==> config.mk <==
export PLATFORM = sky130hd
export DESIGN_NAME = bhaskara_sine_cosine
export DESIGN_NICKNAME = d
export VERILOG_FILES = /design/src/rtl/bsc_pkg.sv /design/src/rtl/bsc_prep.sv /design/src/rtl/bsc_div_step.sv /design/src/rtl/bhaskara_sine_cosine.sv
export SDC_FILE = /design/constraint.sdc
export NUM_CORES = 2
export LEC_CHECK = 0
export BUFFER_PORTS_ARGS = -buffer_cell sky130_fd_sc_hd__buf_4
export CORE_MARGIN = 2
export CORE_UTILIZATION = 65
export CTS_CLUSTER_SIZE = 20
export DETAILED_ROUTE_END_ITERATION = 10
export PLACE_DENSITY = 0.81
export SYNTH_ARGS = -nofsm -noshare
export SYNTH_HDL_FRONTEND = slang
export SYNTH_HIERARCHICAL = 1
export SYNTH_SLANG_ARGS = --single-unit
==> constraint.sdc <==
create_clock -name clk_i -period 115.8 [get_ports clk_i]
set_clock_uncertainty 0.2 [all_clocks]
set_input_delay 11.58 -clock clk_i [delete_from_list [all_inputs] [get_ports clk_i]]
set_output_delay 11.58 -clock clk_i [all_outputs]
set_load 0.1 [all_outputs]
==> src/rtl/bsc_pkg.sv <==
// Shared widths and fixed-point constants for the Bhaskara sine/cosine pipeline.
package bsc_pkg;

  // Defaults for the top-level parameters
  localparam int ANGLE_BITS_DEF       = 16;
  localparam int RESULT_FRAC_BITS_DEF = 14;

  // Angle aligned to 16 fractional bits spans [-4, 4): 19 bits signed
  localparam int XAW = 19;
  // Angle after the optional pi/2 offset, and pi minus angle: 20 bits signed
  localparam int XW  = 20;
  // Product x * (pi - x) at 32 fractional bits: |p| < 2^37
  localparam int PW  = 38;
  // Numerator magnitude 16*|p| < 2^41, divider remainder stays below 2^41
  localparam int RW  = 41;
  // Denominator 5*pi^2 - 4*p is positive and below 2^40
  localparam int DW  = 40;

  // Register stages in front of the divider
  localparam int PREP_STAGES = 3;

  // Pi in unsigned Q.16, its truncated half, and 5*pi^2 at 32 fractional bits
  localparam logic [XW-1:0] PI_Q16      = 20'd205887;
  localparam logic [XW-1:0] HALF_PI_Q16 = 20'd102943;
  localparam logic [DW-1:0] FIVE_PI_SQ  = 40'd211947283845;

endpackage

==> src/rtl/bsc_prep.sv <==
// Front end: angle alignment, cosine offset, product and numerator/denominator forming.
module bsc_prep import bsc_pkg::*; #(
  parameter int ANGLE_BITS = ANGLE_BITS_DEF
) (
  input  logic                  clk_i,
  input  logic                  rst_ni,
  input  logic                  in_valid_i,
  output logic                  in_ready_o,
  input  logic                  cmd_i,
  input  logic [ANGLE_BITS-1:0] angle_i,
  output logic                  out_valid_o,
  input  logic                  out_ready_i,
  output logic                  neg_o,
  output logic [RW-1:0]         mag_o,
  output logic [DW-1:0]         den_o
);

  localparam int ANGLE_FRAC = ANGLE_BITS - 3;

  logic a_valid_q, b_valid_q, c_valid_q;
  logic a_rdy, b_rdy, c_rdy;

  logic signed [XAW-1:0]  x_al;
  logic signed [XW-1:0]   x_ext, x_d, m_d;
  logic signed [XW-1:0]   x_q, m_q;
  logic signed [2*XW-1:0] prod;
  logic signed [PW-1:0]   p_d, p_q;
  logic [PW-1:0]          abs_p;
  logic signed [DW-1:0]   p4;
  logic                   neg_d, neg_q;
  logic [RW-1:0]          mag_d, mag_q;
  logic [DW-1:0]          den_d, den_q;

  // Per-stage ready: a stage takes a new item when empty or when it moves on
  assign c_rdy      = !c_valid_q || out_ready_i;
  assign b_rdy      = !b_valid_q || c_rdy;
  assign a_rdy      = !a_valid_q || b_rdy;
  assign in_ready_o = a_rdy;

  // Align the angle to 16 fractional bits, rounding finer angles down
  generate
    if (ANGLE_FRAC <= 16) begin : g_shl
      localparam int SHL = 16 - ANGLE_FRAC;
      assign x_al = XAW'(signed'(angle_i)) <<< SHL;
    end else begin : g_shr
      localparam int SHR = ANGLE_FRAC - 16;
      logic signed [ANGLE_BITS-1:0] sh;
      assign sh   = signed'(angle_i) >>> SHR;
      assign x_al = sh[XAW-1:0];
    end
  endgenerate

  // Stage A: add pi/2 for cosine, form pi - x
  assign x_ext = XW'(x_al);
  assign x_d   = cmd_i ? x_ext + signed'(HALF_PI_Q16) : x_ext;
  assign m_d   = signed'(PI_Q16) - x_d;

  // Stage B: product x * (pi - x)
  assign prod = x_q * m_q;
  assign p_d  = prod[PW-1:0];

  // Stage C: numerator sign and magnitude, denominator
  assign abs_p = p_q[PW-1] ? unsigned'(-p_q) : unsigned'(p_q);
  assign neg_d = p_q[PW-1];
  assign mag_d = {abs_p[PW-2:0], 4'b0000};
  assign p4    = DW'(p_q) <<< 2;
  assign den_d = FIVE_PI_SQ - unsigned'(p4);

  // Advance valid bits
  always_ff @(posedge clk_i or negedge rst_ni) begin
    if (!rst_ni) begin
      a_valid_q <= 1'b0;
      b_valid_q <= 1'b0;
      c_valid_q <= 1'b0;
    end else begin
      if (a_rdy) a_valid_q <= in_valid_i;
      if (b_rdy) b_valid_q <= a_valid_q;
      if (c_rdy) c_valid_q <= b_valid_q;
    end
  end

  // Advance payload alongside
  always_ff @(posedge clk_i) begin
    if (a_rdy) begin
      x_q <= x_d;
      m_q <= m_d;
    end
    if (b_rdy) begin
      p_q <= p_d;
    end
    if (c_rdy) begin
      neg_q <= neg_d;
      mag_q <= mag_d;
      den_q <= den_d;
    end
  end

  assign out_valid_o = c_valid_q;
  assign neg_o       = neg_q;
  assign mag_o       = mag_q;
  assign den_o       = den_q;

endmodule

==> src/rtl/bsc_div_step.sv <==
// One registered restoring-division step: decides one quotient bit.
module bsc_div_step import bsc_pkg::*; #(
  parameter int QW   = RESULT_FRAC_BITS_DEF + 2,
  parameter int STEP = 0
) (
  input  logic          clk_i,
  input  logic          rst_ni,
  input  logic          in_valid_i,
  output logic          in_ready_o,
  input  logic          neg_i,
  input  logic [RW-1:0] rem_i,
  input  logic [DW-1:0] den_i,
  input  logic [QW-1:0] quo_i,
  output logic          out_valid_o,
  input  logic          out_ready_i,
  output logic          neg_o,
  output logic [RW-1:0] rem_o,
  output logic [DW-1:0] den_o,
  output logic [QW-1:0] quo_o
);

  logic          valid_q;
  logic          rdy;
  logic [RW-1:0] part, dvs, diff, rem_d;
  logic          take;
  logic [QW-1:0] quo_d;
  logic          neg_q;
  logic [RW-1:0] rem_q;
  logic [DW-1:0] den_q;
  logic [QW-1:0] quo_q;

  assign rdy        = !valid_q || out_ready_i;
  assign in_ready_o = rdy;

  // Pick the partial remainder and trial divisor for this bit position:
  // first the twos bit against 2*den, then the ones bit, then fraction bits
  always_comb begin
    if (STEP == 0) begin
      part = rem_i;
      dvs  = {den_i, 1'b0};
    end else if (STEP == 1) begin
      part = rem_i;
      dvs  = {1'b0, den_i};
    end else begin
      part = {rem_i[RW-2:0], 1'b0};
      dvs  = {1'b0, den_i};
    end
  end

  // Subtract when it fits, shift the decision into the quotient
  assign take  = part >= dvs;
  assign diff  = part - dvs;
  assign rem_d = take ? diff : part;
  assign quo_d = {quo_i[QW-2:0], take};

  always_ff @(posedge clk_i or negedge rst_ni) begin
    if (!rst_ni) begin
      valid_q <= 1'b0;
    end else if (rdy) begin
      valid_q <= in_valid_i;
    end
  end

  always_ff @(posedge clk_i) begin
    if (rdy) begin
      neg_q <= neg_i;
      rem_q <= rem_d;
      den_q <= den_i;
      quo_q <= quo_d;
    end
  end

  assign out_valid_o = valid_q;
  assign neg_o       = neg_q;
  assign rem_o       = rem_q;
  assign den_o       = den_q;
  assign quo_o       = quo_q;

endmodule

==> src/rtl/bhaskara_sine_cosine.sv <==
// Top level of the pipelined Bhaskara sine/cosine approximation.
//
//  Channel | Signals                            | Item contents
//  --------+------------------------------------+----------------------------------
//  s_axis  | tvalid, tready, tdata, tuser       | angle (signed Q3.13), cmd
//  m_axis  | tvalid, tready, tdata              | value (signed Q3.14)
//
//  Takes one item per cycle while m_axis accepts results; the pipeline holds
//  three front-end stages (align/offset, multiply, numerator/denominator), one
//  divider stage per quotient bit (RESULT_FRAC_BITS + 2), and the output register.
//  Reset clears all valid bits; the datapath holds no state between items.
//  Each stage stalls only when it is full and its successor cannot take its item,
//  so empty stages keep filling while a result waits on m_axis.
module bhaskara_sine_cosine import bsc_pkg::*; #(
  parameter int ANGLE_BITS       = ANGLE_BITS_DEF,
  parameter int RESULT_FRAC_BITS = RESULT_FRAC_BITS_DEF,
  localparam int IDW = ((ANGLE_BITS + 7) / 8) * 8,
  localparam int VW  = RESULT_FRAC_BITS + 3,
  localparam int ODW = ((VW + 7) / 8) * 8
) (
  input  logic           clk_i,
  input  logic           rst_ni,
  input  logic           s_axis_tvalid,
  output logic           s_axis_tready,
  input  logic [IDW-1:0] s_axis_tdata,  // [ANGLE_BITS-1:0] angle, rest zero
  input  logic [0:0]     s_axis_tuser,  // [0] cmd
  output logic           m_axis_tvalid,
  input  logic           m_axis_tready,
  output logic [ODW-1:0] m_axis_tdata   // [VW-1:0] value, rest zero
);

  localparam int QW    = RESULT_FRAC_BITS + 2;
  localparam int NSTEP = QW;

  logic          vld_c [NSTEP+1];
  logic          rdy_c [NSTEP+1];
  logic          neg_c [NSTEP+1];
  logic [RW-1:0] rem_c [NSTEP+1];
  logic [DW-1:0] den_c [NSTEP+1];
  logic [QW-1:0] quo_c [NSTEP+1];

  logic          out_valid_q;
  logic [VW-1:0] value_q;
  logic [VW-1:0] q_ext, value_d;
  logic          out_rdy;

  // Front end
  bsc_prep #(
    .ANGLE_BITS (ANGLE_BITS)
  ) u_prep (
    .clk_i       (clk_i),
    .rst_ni      (rst_ni),
    .in_valid_i  (s_axis_tvalid),
    .in_ready_o  (s_axis_tready),
    .cmd_i       (s_axis_tuser[0]),
    .angle_i     (s_axis_tdata[ANGLE_BITS-1:0]),
    .out_valid_o (vld_c[0]),
    .out_ready_i (rdy_c[0]),
    .neg_o       (neg_c[0]),
    .mag_o       (rem_c[0]),
    .den_o       (den_c[0])
  );

  assign quo_c[0] = '0;

  // Divider: one quotient bit per stage, integer bits first
  for (genvar k = 0; k < NSTEP; k++) begin : g_div
    bsc_div_step #(
      .QW   (QW),
      .STEP (k)
    ) u_step (
      .clk_i       (clk_i),
      .rst_ni      (rst_ni),
      .in_valid_i  (vld_c[k]),
      .in_ready_o  (rdy_c[k]),
      .neg_i       (neg_c[k]),
      .rem_i       (rem_c[k]),
      .den_i       (den_c[k]),
      .quo_i       (quo_c[k]),
      .out_valid_o (vld_c[k+1]),
      .out_ready_i (rdy_c[k+1]),
      .neg_o       (neg_c[k+1]),
      .rem_o       (rem_c[k+1]),
      .den_o       (den_c[k+1]),
      .quo_o       (quo_c[k+1])
    );
  end

  // Output register: apply the sign and hold the item until taken
  assign out_rdy      = !out_valid_q || m_axis_tready;
  assign rdy_c[NSTEP] = out_rdy;
  assign q_ext        = VW'(quo_c[NSTEP]);
  assign value_d      = neg_c[NSTEP] ? -q_ext : q_ext;

  always_ff @(posedge clk_i or negedge rst_ni) begin
    if (!rst_ni) begin
      out_valid_q <= 1'b0;
    end else if (out_rdy) begin
      out_valid_q <= vld_c[NSTEP];
    end
  end

  always_ff @(posedge clk_i) begin
    if (out_rdy) begin
      value_q <= value_d;
    end
  end

  assign m_axis_tvalid = out_valid_q;
  assign m_axis_tdata  = ODW'(value_q);

`ifndef SYNTHESIS
  localparam int DEPTH = PREP_STAGES + NSTEP + 1;
  localparam int CW    = $clog2(DEPTH + 1);
  localparam logic signed [VW-1:0] ONE_V = {3'b001, {RESULT_FRAC_BITS{1'b0}}};
  localparam logic signed [VW-1:0] MIN_V = {3'b100, {RESULT_FRAC_BITS{1'b0}}};

  logic [CW-1:0]        inflight_q;
  logic signed [VW-1:0] value_s;

  assign value_s = signed'(value_q);

  // Track items inside the pipeline
  always_ff @(posedge clk_i or negedge rst_ni) begin
    if (!rst_ni) begin
      inflight_q <= '0;
    end else begin
      inflight_q <= inflight_q + CW'(s_axis_tvalid && s_axis_tready)
                               - CW'(m_axis_tvalid && m_axis_tready);
    end
  end

  // Result lies in (-4, 1]
  a_value_range: assert property (@(posedge clk_i) disable iff (!rst_ni)
    m_axis_tvalid |-> (value_s <= ONE_V) && (value_s > MIN_V))
    else $error("result outside (-4, 1]");

  // Never more items in flight than stages
  a_no_overfill: assert property (@(posedge clk_i) disable iff (!rst_ni)
    inflight_q <= CW'(DEPTH))
    else $error("pipeline holds more items than stages");

  // A result is shown only for an accepted item
  a_no_phantom: assert property (@(posedge clk_i) disable iff (!rst_ni)
    m_axis_tvalid |-> inflight_q != '0)
    else $error("result without a matching input item");

  // Input backpressure only when every stage is full
  a_stall_full: assert property (@(posedge clk_i) disable iff (!rst_ni)
    !s_axis_tready |-> inflight_q == CW'(DEPTH))
    else $error("input stalled while the pipeline has a bubble");
`endif

endmodule
-- Word level (Yosys, flattened, before mapping)
Index checks and enable logic that the tools add are counted.
- add/subtract/negate cells: 20
- $mul: 1
- magnitude comparators: 16
- muxes and demuxes: 18
- reduce and logical (&&, ||, !) cells: 40
- operators with widths (cell ; count):
    greater-or-equal comparator 41 x 40 -> 1 bit ; 15
    two-way mux 40 bit ; 14
    subtractor 40 bit ; 14
    greater-or-equal comparator 41 bit ; 1
    two-way mux 41 bit ; 1
    subtractor 41 bit ; 1
    subtractor 38 x 40 -> 40 bit, first input constant ; 1
    multiplier 20 x 20 -> 38 bit ; 1
    two-way mux 37 bit ; 1
    negation 37 bit ; 1
    adder 19 x 18 -> 20 bit, second input constant ; 1
    logical NOT 1 bit ; 20
    logical OR 1 bit ; 20
    two-way mux 20 bit ; 1
    subtractor 19 x 20 -> 20 bit, first input constant ; 1
    negation 16 -> 17 bit ; 1
    two-way mux 16 bit ; 1
- flip-flop bits (word level): 1546
- input bits: 21

-- Longest topological paths before layout
- depth after elaboration: 21
- mapped depth: 27

-- Modules after synthesis
The synthesis kept the hierarchy.
- by module, submodules not included (module ; instances ; cells each ; area an instance (um^2)):
    bsc_div_step (g_div[10].u_step ...) ; 9 ; 557 ; 5831.8
    bsc_div_step (g_div[5].u_step ...) ; 5 ; 559 ; 5849.4
    bsc_prep ; 1 ; 2020 ; 20727.4
    bsc_div_step (g_div[1].u_step) ; 1 ; 569 ; 6189.7
    bsc_div_step (g_div[0].u_step) ; 1 ; 565 ; 6063.3
    bhaskara_sine_cosine ; 1 ; 77 ; 957.2

-- Worst setup path before layout
OpenSTA, ideal clock, no wires.
- kind: input to output
- start point: in m_axis_tready
- end point: out s_axis_tready
- arrival: 55.022 ns
- required time: 104.020 ns
- setup slack: 48.998 ns
- stages on the path: 18
- buffers on the path: 0
- cells stage by stage: nand2b_1 -> nand2b_1 -> nand2b_1 -> nand2b_1 -> nand2b_1 -> nand2b_1 -> nand2b_1 -> nand2b_1 -> nand2b_1 -> nand2b_1 -> nand2b_1 -> nand2b_1 -> nand2b_1 -> nand2b_1 -> nand2b_1 -> nand2b_1 -> nand2b_1 -> nand4b_1
- RTL lines (what ; RTL line ; text):
    start, declared ; bhaskara_sine_cosine.sv:28 ; input logic m_axis_tready,
    end, declared ; bhaskara_sine_cosine.sv:24 ; output logic s_axis_tready,

==> metrics.md <==
| Metric | Value |
|---|---|
| Run status | `complete, no violations` |
| Worst setup EP type | `output pin` |
| Worst setup SP type | `input port` |
| H-tree depth | `4` |
| Area of the multi-input gates | `54200 um2` |
| Die width | `409 um` |
| Req. time, crit path | `104020 ps` |
| Remaining DRCs | `0` |
| Initial antenna violation count | `1` |
| RSZ-0062 raised after global routing | `false` |
| # resized after CTS | `0` |
| DIE AREA | `between 150000 and 200000 um2` |
| Worst path arrival time | `~21000 ps` |
| Post-Route WL | `258 mm` |
| Max-slew headroom | `20.4%` |
| Synthesized area | `107000 um2` |
| Clk buf depth | `3` |
| Min cycle time layout | `about 33000 ps` |
| WL/cell | `20.4 um` |
| Hold path startpoint | `g_div[5].u_step/neg_o` |
| Initial Utilization | `65.5%` |
| Hold Worst Slack | `213 ps` |
| Max FO, Critical Path | `85` |
| Total track usage | `30.7%` |
| Setup CP Type | `input port to output pin` |
| Final setup margin | `83010 ps` |
| FMAX | `0.0305 GHz` |
| Register area | `46000 um2` |
| Via/cell ratio | `6.11` |
| Setup TNS Final | `0 ps` |
| Clock slew at reported path FFs | `60 ps` |
| CP startpoint | `m_axis_tready` |
| CTS tree | `done` |
| Worst Hold Class | `register to register` |
| GR Overflow Total | `0` |
| Gate Count Post-Synth | `10418` |
| Layout area overhead | `6.40%` |
| Slew Viols, Final | `0` |
| Vias | `77017` |
| Post-Place Setup Slack | `82950 ps` |
| # hold bufs at CTS | `0` |
| Nets | `between 10000 and 15000` |
| Global-route wire length before repair | `407 mm` |
| YS warnings | `6` |
| Synth Area per Inst | `10.2 um2` |
| Die Ht | `409 um` |
| Fillcell total | `11895` |
| Vias in the first global route | `75728` |
| Final core utilization | `a little over two thirds` |
| TritonCTS Buffers | `roughly 160` |
| Largest net degree at the start of global routing | `86` |
| Io pins | `47` |
| Initial DRC count | `6945` |
| FF-to-FF Start | `m_axis_tvalid` |
| CTS root buffer | `clkbuf_16` |
| DRT Pass-1 Iters | `8` |
| # setup viols final | `0` |
| Total clock sinks | `1534` |
| Number of setup buffers added after CTS | `0` |
| Num rows | `148` |
| CORE AREA | `163000 um2` |
| Fin. Hold Viols | `0` |
| DP HPWL | `200 mm` |
| Post-detailed-route count of antenna-violating nets | `0` |
| Max-cap violations | `0` |
| IO buf count | `39` |
| Period utilization | `between 20% and 30%` |
| Clock Latency Late Sink | `approximately 800 ps` |
| Share of layout cells above drive strength 1 | `a little under 6%` |
| Gpl congestion | `just under 1` |
| Slew @ Worst Pin | `1180 ps` |
[path summary, 6_finish.rpt]
kind,end,slack (ps),depth (start not counted)
max in group asynchronous,u_prep/b_valid_q,104500,1
worst min-delay path,g_div[6].u_step/neg_o,210,0
min in group asynchronous,m_axis_tvalid,10500,1
worst max-delay path,s_axis_tready,83010,22
worst max register to register,u_prep/p_q[28],105500,20
worst min register to register,g_div[6].u_step/neg_o,210,0
[layout by cell type (no fill, tap or decap), drive strengths merged, types with 78 or more instances in the layout]
| master | instances |
|---|---|
| and3 | 88 |
| xor2 | 266 |
| nor3 | 113 |
| a31oi | 93 |
| a21oi | 663 |
| nand3 | 145 |
| nor2 | 507 |
| buf | 78 |
| o21bai | 94 |
| inv | 1275 |
| nand4 | 117 |
| ha | 752 |
| a21o | 239 |
| clkbuf | 203 |
| a211oi | 79 |
| nand2 | 1143 |
| o21ai | 918 |
| xnor2 | 364 |
| nand2b | 164 |
| and2 | 196 |
| fa | 406 |
| edfxtp | 1514 |
| o31ai | 109 |
[final cells by class]
cell class	instances	area share, %
sequential	1534	40.5
multi-input combinational	7245	47.7
antenna	1	0.00220
timing repair buffer	78	0.516
clock buffer	203	3.85
tap	2175	2.40
inverter	1270	4.21
clock inverter	89	0.819
[sequential cells by signal, summed over array words and instances, names as in the netlist, 16 cells and up]
| name | count |
|---|---|
| g_div.u_step/den_o | 600 |
| g_div.u_step/out_valid_o | 16 |
| value_q | 17 |
| u_prep/p_q | 36 |
| u_prep/x_q | 18 |
| u_prep/mag_o | 36 |
| u_prep/m_q | 17 |
| g_div.u_step/rem_o | 601 |
| g_div.u_step/quo_o | 136 |
| u_prep/den_o | 36 |
| g_div.u_step/neg_o | 16 |
[through the flow]
| stage | instance area, um2 | cells |
|---|---|---|
| 2_1_floorplan | 107000 | 10430 |
| 3_3_place_gp | 108000 | 12302 |
| 3_5_place_dp | 108000 | 12302 |
| 4_1_cts | 114000 | 12594 |
| 5_1_grt | 114000 | 12594 |
| 6_report | 114000 | 12595 |
[metal layers]
metal / up-vias / wire, um / global-route usage [%]
li1: 36412 / - / -
met1: 37000 / 99500 / 37.4
met2: 2843 / 128000 / 53.4
met3: 760 / 15700 / 4.22
met4: 2 / 14500 / 15.3
met5: - / 7 / 0
[critical path: stages]
cell and delay [ps]:
buf_4 80, nand2b_1 610, nand2b_1 800, nand2b_4 560
nand2b_4 600, nand2b_4 630, nand2b_4 510, nand2b_4 480
nand2b_4 390, nand2b_4 360, nand2b_4 380, nand2b_4 290
nand2b_4 310, nand2b_4 360, nand2b_4 360, nand2b_4 280
nand2b_4 150, buf_4 760, nand2b_4 450, nand4b_1 150
buf_4 420, buf_4 380
Power is left out: the tool's default activity adds up to more than one toggle a clock period on the data nets, which glitch-free logic cannot reach.
